`src/rtl/core/type_hierarchy_ancestor_check_core_assert.svh`:
```
// Assertion helpers shared by the core's modules.
`ifndef TYPE_HIERARCHY_ANCESTOR_CHECK_CORE_ASSERT_SVH
`define TYPE_HIERARCHY_ANCESTOR_CHECK_CORE_ASSERT_SVH

// Same-cycle implication, disabled while reset is asserted.
`define THAC_ASSERT_IMPL(label, clk, rst_n, ante, cons, msg) \
  label: assert property (@(posedge clk) disable iff (!rst_n) (ante) |-> (cons)) \
    else $error(msg);

// Next-cycle implication, disabled while reset is asserted.
`define THAC_ASSERT_NEXT(label, clk, rst_n, ante, cons, msg) \
  label: assert property (@(posedge clk) disable iff (!rst_n) (ante) |=> (cons)) \
    else $error(msg);

`endif

```
`src/rtl/core/thac_pkg.sv`:
```
`default_nettype none
package thac_pkg;

  // Action codes of an input item
  localparam logic ACT_REGISTER = 1'b0;
  localparam logic ACT_QUERY    = 1'b1;

  // Entries 0 to 2 exist after reset, all with parent 0
  localparam int RESET_COUNT = 3;

  typedef enum logic [1:0] {
    ST_OK        = 2'd0,
    ST_BAD_INDEX = 2'd1,
    ST_FULL      = 2'd2
  } thac_status_t;

  typedef enum logic [1:0] {
    WK_IDLE,
    WK_STEP,
    WK_HOLD
  } thac_walk_state_t;

  // Request from the front end to the chain walker
  typedef struct packed {
    logic       start;
    logic       ack;
    logic [7:0] node;
    logic [7:0] anc;
  } thac_walk_req_t;

  // Status of the chain walker
  typedef struct packed {
    logic busy;
    logic done;
    logic hit;
  } thac_walk_rsp_t;

endpackage
`default_nettype wire

```
`src/rtl/core/thac_parent_mem.sv`:
```
`default_nettype none
module thac_parent_mem #(
  parameter int MAX_TYPES = 256
) (
  input  wire logic                         clk,
  input  wire logic                         wr_en,
  input  wire logic [$clog2(MAX_TYPES)-1:0] wr_addr,
  input  wire logic [7:0]                   wr_data,
  input  wire logic                         rd_en,
  input  wire logic [7:0]                   rd_addr,
  output logic      [7:0]                   rd_data
);

  localparam int AW = $clog2(MAX_TYPES);

  logic [7:0] mem [MAX_TYPES];
  logic [7:0] rd_q_r;
  logic       rd_low_r;

  // Store a new parent entry
  always_ff @(posedge clk) begin
    if (wr_en) begin
      mem[wr_addr] <= wr_data;
    end
  end

  // Read one entry; the entries present at reset are decoded, never stored
  always_ff @(posedge clk) begin
    if (rd_en) begin
      rd_q_r   <= mem[AW'(rd_addr)];
      rd_low_r <= (rd_addr < 8'(thac_pkg::RESET_COUNT));
    end
  end

  assign rd_data = rd_low_r ? 8'd0 : rd_q_r;

endmodule
`default_nettype wire

```
`src/rtl/core/thac_walker.sv`:
```
`default_nettype none
`include "type_hierarchy_ancestor_check_core_assert.svh"
module thac_walker (
  input  wire logic                     clk,
  input  wire logic                     rst_n,
  input  wire thac_pkg::thac_walk_req_t req,
  output thac_pkg::thac_walk_rsp_t      rsp,
  output logic                          rd_en,
  output logic [7:0]                    rd_addr,
  input  wire logic [7:0]               rd_data
);

  thac_pkg::thac_walk_state_t state_r, state_nxt;
  logic [7:0] anc_r, anc_nxt;
  logic       hit_r, hit_nxt;
  logic       found;
  logic       stop;

  // Parents always sit below their child, so a parent below the ancestor ends the walk
  assign found = (rd_data == anc_r);
  assign stop  = (rd_data < anc_r);

  // Next state
  always_comb begin
    state_nxt = state_r;
    unique case (state_r)
      thac_pkg::WK_IDLE: begin
        if (req.start) state_nxt = thac_pkg::WK_STEP;
      end
      thac_pkg::WK_STEP: begin
        if (found || stop) state_nxt = thac_pkg::WK_HOLD;
      end
      thac_pkg::WK_HOLD: begin
        if (req.ack) state_nxt = thac_pkg::WK_IDLE;
      end
      default: state_nxt = thac_pkg::WK_IDLE;
    endcase
  end

  // Outputs and data path
  always_comb begin
    rd_en   = 1'b0;
    rd_addr = rd_data;
    anc_nxt = anc_r;
    hit_nxt = hit_r;
    rsp     = '0;
    unique case (state_r)
      thac_pkg::WK_IDLE: begin
        rd_addr = req.node;
        if (req.start) begin
          rd_en   = 1'b1;
          anc_nxt = req.anc;
        end
      end
      thac_pkg::WK_STEP: begin
        rsp.busy = 1'b1;
        if (found || stop) begin
          hit_nxt = found;
        end else begin
          rd_en = 1'b1;
        end
      end
      thac_pkg::WK_HOLD: begin
        rsp.busy = 1'b1;
        rsp.done = 1'b1;
      end
      default: begin
        rsp.busy = 1'b1;
      end
    endcase
    rsp.hit = hit_r;
  end

  always_ff @(posedge clk) begin
    if (!rst_n) begin
      state_r <= thac_pkg::WK_IDLE;
    end else begin
      state_r <= state_nxt;
    end
  end

  always_ff @(posedge clk) begin
    anc_r <= anc_nxt;
    hit_r <= hit_nxt;
  end

  `THAC_ASSERT_IMPL(a_start_idle, clk, rst_n, req.start, state_r == thac_pkg::WK_IDLE, "walk started while busy")
  `THAC_ASSERT_IMPL(a_anc_nonzero, clk, rst_n, state_r == thac_pkg::WK_STEP, anc_r != 8'd0, "walk toward the root")
  `THAC_ASSERT_NEXT(a_step_reads, clk, rst_n, state_r == thac_pkg::WK_STEP && !found && !stop, state_r == thac_pkg::WK_STEP, "walk left early")

endmodule
`default_nettype wire

```
`src/rtl/core/type_hierarchy_ancestor_check_core.sv`:
```
// Type hierarchy kept as a table of parent indices in one synchronous memory,
// entry 0 the root. A registration transfer (action 0) appends an entry under
// the given parent and returns its index; a query transfer (action 1) reports
// whether node equals or descends from ancestor. Registrations, bad indices and
// queries settled by index comparison load the output register directly. A
// query that walks the chain reads one parent entry per step through the
// single memory read port until the ancestor is found or passed. A walk reads
// only entries 2 and up, so it makes at most 254 parent reads at 256 entries
// (MAX_TYPES - 2 for smaller tables; the 8-bit fields name no entry past 255).
// Entries 0 to 2 are decoded at the read port, so no clearing pass follows
// reset. One item is in work at a time; a finished result waits in the output
// register, and the next input transfer is taken once that register is empty
// or in the cycle of its output transfer.
`default_nettype none
`include "type_hierarchy_ancestor_check_core_assert.svh"
module type_hierarchy_ancestor_check_core #(
  parameter int MAX_TYPES = 256
) (
  input  wire logic       clk,
  input  wire logic       rst_n,
  input  wire logic       in_valid,
  output logic            in_ready,
  input  wire logic       in_action,
  input  wire logic [7:0] in_node,
  input  wire logic [7:0] in_ancestor,
  output logic            out_valid,
  input  wire logic       out_ready,
  output logic [1:0]      out_status,
  output logic [7:0]      out_new_index,
  output logic            out_is_descendant
);

  localparam int AW = $clog2(MAX_TYPES);
  localparam int CW = $clog2(MAX_TYPES + 1);

  logic [CW-1:0] entry_count_r, entry_count_nxt;
  logic          out_valid_r, out_valid_nxt;
  thac_pkg::thac_status_t out_status_r, out_status_nxt;
  logic [7:0]    out_new_index_r, out_new_index_nxt;
  logic          out_desc_r, out_desc_nxt;

  thac_pkg::thac_walk_req_t wk_req;
  thac_pkg::thac_walk_rsp_t wk_rsp;
  logic       rd_en;
  logic [7:0] rd_addr;
  logic [7:0] rd_data;

  logic in_fire;
  logic out_free;
  logic node_ok;
  logic anc_ok;
  logic full;
  logic reg_ok;
  logic need_walk;
  logic load_out;

  // Decode the incoming item
  assign out_free  = !out_valid_r || out_ready;
  assign in_ready  = !wk_rsp.busy && out_free;
  assign in_fire   = in_valid && in_ready;
  assign node_ok   = 32'(in_node) < 32'(entry_count_r);
  assign anc_ok    = 32'(in_ancestor) < 32'(entry_count_r);
  assign full      = (entry_count_r == CW'(MAX_TYPES));
  assign reg_ok    = node_ok && !full;
  assign need_walk = (in_action == thac_pkg::ACT_QUERY) && node_ok && anc_ok
                     && (in_node > in_ancestor) && (in_ancestor != 8'd0);

  // Drive the walker
  always_comb begin
    wk_req       = '0;
    wk_req.start = in_fire && need_walk;
    wk_req.ack   = wk_rsp.done && out_free;
    wk_req.node  = in_node;
    wk_req.anc   = in_ancestor;
  end

  // Settle the result and the entry count
  always_comb begin
    entry_count_nxt   = entry_count_r;
    out_status_nxt    = out_status_r;
    out_new_index_nxt = out_new_index_r;
    out_desc_nxt      = out_desc_r;
    load_out          = 1'b0;
    if (in_fire && !need_walk) begin
      load_out          = 1'b1;
      out_status_nxt    = thac_pkg::ST_OK;
      out_new_index_nxt = 8'd0;
      out_desc_nxt      = 1'b0;
      if (in_action == thac_pkg::ACT_REGISTER) begin
        if (!node_ok) begin
          out_status_nxt = thac_pkg::ST_BAD_INDEX;
        end else if (full) begin
          out_status_nxt = thac_pkg::ST_FULL;
        end else begin
          out_new_index_nxt = 8'(entry_count_r);
          entry_count_nxt   = entry_count_r + CW'(1);
        end
      end else begin
        if (!node_ok || !anc_ok) begin
          out_status_nxt = thac_pkg::ST_BAD_INDEX;
        end else begin
          out_desc_nxt = (in_node >= in_ancestor);
        end
      end
    end else if (wk_req.ack) begin
      load_out          = 1'b1;
      out_status_nxt    = thac_pkg::ST_OK;
      out_new_index_nxt = 8'd0;
      out_desc_nxt      = wk_rsp.hit;
    end
  end

  // Hold the result until the output transfer
  always_comb begin
    out_valid_nxt = out_valid_r;
    if (load_out) begin
      out_valid_nxt = 1'b1;
    end else if (out_ready) begin
      out_valid_nxt = 1'b0;
    end
  end

  always_ff @(posedge clk) begin
    if (!rst_n) begin
      entry_count_r <= CW'(thac_pkg::RESET_COUNT);
      out_valid_r   <= 1'b0;
    end else begin
      entry_count_r <= entry_count_nxt;
      out_valid_r   <= out_valid_nxt;
    end
  end

  always_ff @(posedge clk) begin
    out_status_r    <= out_status_nxt;
    out_new_index_r <= out_new_index_nxt;
    out_desc_r      <= out_desc_nxt;
  end

  assign out_valid         = out_valid_r;
  assign out_status        = out_status_r;
  assign out_new_index     = out_new_index_r;
  assign out_is_descendant = out_desc_r;

  thac_parent_mem #(
    .MAX_TYPES(MAX_TYPES)
  ) u_mem (
    .clk     (clk),
    .wr_en   (in_fire && (in_action == thac_pkg::ACT_REGISTER) && reg_ok),
    .wr_addr (entry_count_r[AW-1:0]),
    .wr_data (in_node),
    .rd_en   (rd_en),
    .rd_addr (rd_addr),
    .rd_data (rd_data)
  );

  thac_walker u_walker (
    .clk     (clk),
    .rst_n   (rst_n),
    .req     (wk_req),
    .rsp     (wk_rsp),
    .rd_en   (rd_en),
    .rd_addr (rd_addr),
    .rd_data (rd_data)
  );

  `THAC_ASSERT_IMPL(a_count_bound, clk, rst_n, 1'b1,
    entry_count_r <= CW'(MAX_TYPES), "entry count past table size")
  `THAC_ASSERT_NEXT(a_count_inc, clk, rst_n,
    in_fire && in_action == thac_pkg::ACT_REGISTER && reg_ok,
    entry_count_r == $past(entry_count_r) + CW'(1), "registration not counted")
  `THAC_ASSERT_IMPL(a_full_status, clk, rst_n,
    out_valid_r && out_status_r == thac_pkg::ST_FULL, full, "full reported below capacity")
  `THAC_ASSERT_IMPL(a_desc_ok, clk, rst_n, out_valid_r && out_desc_r,
    out_status_r == thac_pkg::ST_OK, "descendant flagged on error")

endmodule
`default_nettype wire
```
`config.mk`:
```
export PLATFORM = sky130hd
export DESIGN_NAME = type_hierarchy_ancestor_check_core
export DESIGN_NICKNAME = d
export VERILOG_FILES = /design/src/rtl/core/thac_pkg.sv /design/src/rtl/core/thac_parent_mem.sv /design/src/rtl/core/thac_walker.sv /design/src/rtl/core/type_hierarchy_ancestor_check_core.sv
export VERILOG_INCLUDE_DIRS = /design/src /design/src/rtl/core
export SDC_FILE = /design/constraint.sdc
export NUM_CORES = 2
export LEC_CHECK = 0
export ABC_AREA = 0
export BUFFER_PORTS_ARGS = -buffer_cell sky130_fd_sc_hd__buf_2
export CORE_MARGIN = 5
export CORE_UTILIZATION = 57
export CTS_CLUSTER_DIAMETER = 100
export DETAILED_ROUTE_END_ITERATION = 16
export PLACE_DENSITY = 0.76
export SLEW_MARGIN = 25
export SYNTH_ARGS = -nofsm -noshare
export SYNTH_HDL_FRONTEND = slang
export SYNTH_SLANG_ARGS = --single-unit
```
`constraint.sdc`:
```
create_clock -name clk -period 3.9 [get_ports clk]
set_clock_uncertainty 0.15 [all_clocks]
set_input_delay 0.585 -clock clk [delete_from_list [all_inputs] [get_ports clk]]
set_output_delay 0.585 -clock clk [all_outputs]
set_load 0.02 [all_outputs]
```
==> results_dict.tcl <==
set metrics [dict create \
    crit_type "reg2reg" \
    relSlewSlack_pct 27.6 \
    cts_made_buffers 197 \
    vias 59500 \
    area_growth_pct 17.1 \
    syn_area_um2 84800 \
    hold_path_depth 2 \
    fin_nets 7129 \
    vdd_drop_max_mv 0.488 \
    p_leak_nw 35.3 \
    power_w 0.0471 \
    endpoint "u_mem.rd_q_r[3]" \
    root_buffer "clkbuf_16" \
    portBuffers 33 \
    clock.fmax_mhz 257 \
    cts_tree "done" \
    async_reset_ff_share_pct 0 \
    grt_pass1_wl_mm 368 \
    clk_latency_ns 0.82 \
    ys_ff_latch 2089 \
    finalCritPeriodShare_pct 99.9 \
    hpwlAfterDp_mm 159 \
    min_path_type "in2reg" \
    first_global_vias 57700 \
    antenna_found_initial 12 \
    chipHeight_um 396 \
    tightest_slew_ns 1.08 \
    hold_violations 0 \
    hold_slack_ns 0.103 \
    num-fill-cells 9690 \
    syn-num-nets 6468 \
    tns_ns 0 \
    cp-start-kind "flip-flop" \
    maxCapViolCount 0 \
    final_layout_size_suffix_gt1_share_pct 17.3 \
    rows 141 \
    synthFlopType "edfxtp_1" \
    drtIter0Drc 9600 \
    grt_overflow 0 \
    dieArea_um2 157000 \
    cp-end-kind "flip-flop" \
    p_per_area_nw_per_um2 474 \
    drc 0 \
    die_width_um 396 \
    ys_seq_area_share_pct 73.8 \
    r2r_cells 11 \
    timing.rr.end "u_mem.rd_q_r[3]" \
    startpoint "u_walker.state_r[1]" \
    slew_violations 0 \
    setup_viol 0 \
    wl_per_cell_um 27.6 \
    cts_sinks 2089 \
    dr.pass1.iters 9 \
    avgSynthCellArea_um2 13.2 \
    viasPerCell 6.48 \
    worstPathArrival_ns 4.30 \
    coreArea_um2 148000 \
    path_max_fanout 27 \
    place.gp.congestion 0.969 \
    reg2reg_from "u_walker.state_r[1]" \
    wl_mm 253 \
    cts.clk_slew.worst_paths_ns 0.06 \
    grt_max_degree 147 \
    outcome "finished, final reports clean" \
    clockBufferDepth 3 \
    initial_core_util_pct 57.4 \
    reg2reg_slack_ns 0.005 \
    grt_usage_pct 31.6 \
    cp.required_ns 4.31 \
    min_period_ns 3.90 \
    synth_edf_count 2077 \
    io_pins 34 \
    syn_inst 6413 \
    htree_levels 4 \
    yosys_warnings 0 \
    detail-route-antenna-nets 0 \
    ys_types 56 \
]
-- routing by layer --
layer / part of all wire (%) / global-route usage, % / routed length, um / vias to the layer above
met5: 0.027 / 0 / 69 / -
met4: 6.2 / 17.1 / 15600 / 10
met3: 13 / 8.10 / 33400 / 835
met2: 46 / 49.0 / 116000 / 4604
met1: 35 / 41.4 / 87600 / 28900
li1: - / - / - / 25100
-- stage by stage --
step	cell area, um^2	worst slack, ns	util, %	std cells
3_3_place_gp	92600	-0.295	62.6	8788
3_5_place_dp	92600	-0.344	62.6	8788
6_report	99300	0.00469	67.2	9181
5_1_grt	99300	-0.0113	67.2	9171
2_1_floorplan	84800	0.191	-	6413
4_1_cts	99100	0.0193	67.0	9170
-- flip-flops by register name (all words and copies together), names as in the netlist --
name               cells
entry_count_r          9
out_is_descendant      1
out_new_index          8
out_status             2
out_valid              1
u_mem.mem           2048
u_mem.rd_low_r         1
u_mem.rd_q_r           8
u_walker.anc_r         8
u_walker.hit_r         1
u_walker.state_r       2
-- cells by family (layout without fill, tap and decap cells) --
family	Yosys count	count (layout)	synth area share (%)
adders and majority gates	34	34	0.502
AOI/OAI and AO/OA	658	658	5.92
muxes	92	92	1.64
DFF	2089	2089	73.8
and+or+nand+nor	3052	3052	15.3
other	0	10	0
buffers and inverters	488	1316	2.79
-- power breakdown --
part / total, W / internal [W] / switching, W
logic: 0.00351 / 0.00114 / 0.00237
clock network: 0.0189 / 0.0107 / 0.00822
registers: 0.0247 / 0.0247 / 0.00000813
total: 0.0471 / 0.0365 / 0.0106
-- layout make-up --
class / instances / area, um^2 / area share, %
flip-flops and latches: 2089 / 62600 / 63.0
diodes: 10 / 25.0 / 0.0252
multi-input cells: 3836 / 20100 / 20.2
clock inverters: 121 / 1090 / 1.10
well taps: 1930 / 2410 / 2.43
inverters: 42 / 158 / 0.159
repair buffers: 908 / 7710 / 7.77
clock buffers: 245 / 5230 / 5.26
-- placed cells by master, fill, tap and decap left out, types with 64 or more instances in the layout --
| cell type | Yosys | routed |
|---|---|---|
| a21oi_1 | 65 | 64 |
| a311oi_1 | 319 | 308 |
| a31oi_1 | 80 | 80 |
| and3_1 | 242 | 242 |
| buf_12 | 0 | 66 |
| buf_4 | 46 | 787 |
| clkbuf_16 | 0 | 202 |
| edfxtp_1 | 2077 | 2077 |
| nand2_1 | 1874 | 1867 |
| nand3_1 | 508 | 507 |
| nor2_1 | 302 | 301 |
-- timing repair --
item | CTS | global route
buffers inserted | 0 | 0
gates resized for setup | 5 | 34
pin swaps | 0 | 4
endpoints found under the setup margin | 4 | 8
hold buffers | 16 | 0
endpoints found under the hold margin | 51 | 0
gates cloned | 0 | 1
-- critical path, cell delays in order (launching register included) --
cell	delay, ns
dfxtp_1	0.31
or2_2	0.39
buf_12	0.20
a21oi_4	0.21
buf_12	0.21
buf_4	0.23
buf_12	0.21
mux4_2	0.54
a21oi_1	0.30
o211ai_1	0.21
a211oi_1	0.48
o32ai_1	0.16
-- how the worst min path moves through the flow --
| stage | start | to | slack (ns) |
|---|---|---|---|
| after global routing | in_node[3] | u_mem.mem[249][3] | 0.07 |
| final | in_node[3] | u_mem.mem[249][3] | 0.10 |
| after detailed placement | entry_count_r[3] | entry_count_r[3] | 0.36 |
| after CTS | in_node[3] | u_mem.mem[249][3] | 0.05 |
| after global placement | entry_count_r[3] | entry_count_r[3] | 0.35 |
| after floorplan | entry_count_r[3] | entry_count_r[3] | 0.33 |
-- cells in the mapped netlist (2+ instances only) --
| library cell | instances | area [um^2] |
|---|---|---|
| o21ai_0 | 56 | 280 |
| nor2b_1 | 12 | 75.1 |
| a221oi_1 | 16 | 140 |
| or4_1 | 3 | 22.5 |
| buf_2 | 226 | 1130 |
| a311oi_1 | 319 | 2790 |
| a32o_1 | 3 | 30.0 |
| mux4_2 | 36 | 811 |
| and3_1 | 242 | 1510 |
| o31ai_1 | 2 | 15.0 |
| buf_6 | 11 | 124 |
| buf_4 | 46 | 345 |
| o2111ai_1 | 7 | 61.3 |
| nand3_1 | 508 | 2540 |
| a21oi_1 | 65 | 325 |
| or3_1 | 9 | 56.3 |
| a31oi_1 | 80 | 500 |
| o211ai_1 | 13 | 97.6 |
| o221ai_1 | 5 | 43.8 |
| buf_1 | 32 | 120 |
| o311a_1 | 3 | 30.0 |
| a41oi_1 | 2 | 17.5 |
| nor2_1 | 302 | 1130 |
| inv_1 | 41 | 154 |
| and2_1 | 2 | 12.5 |
| nand4_1 | 22 | 138 |
| o21a_1 | 2 | 15.0 |
| edfxtp_1 | 2077 | 62400 |
| a22oi_1 | 6 | 45.0 |
| nand2b_1 | 7 | 43.8 |
| nor4_1 | 16 | 100 |
| nand2_1 | 1874 | 7030 |
| ha_1 | 34 | 425 |
| a211oi_1 | 40 | 300 |
| dfxtp_1 | 12 | 240 |
| o32ai_1 | 9 | 78.8 |
| a21oi_2 | 3 | 26.3 |
| a32oi_1 | 10 | 87.6 |
| a21o_1 | 13 | 97.6 |
| nor3b_1 | 6 | 45.0 |
| clkbuf_1 | 131 | 492 |
| mux2i_1 | 54 | 541 |
| nor3_1 | 43 | 215 |
Note: power is estimated with default switching activity, not from simulation.
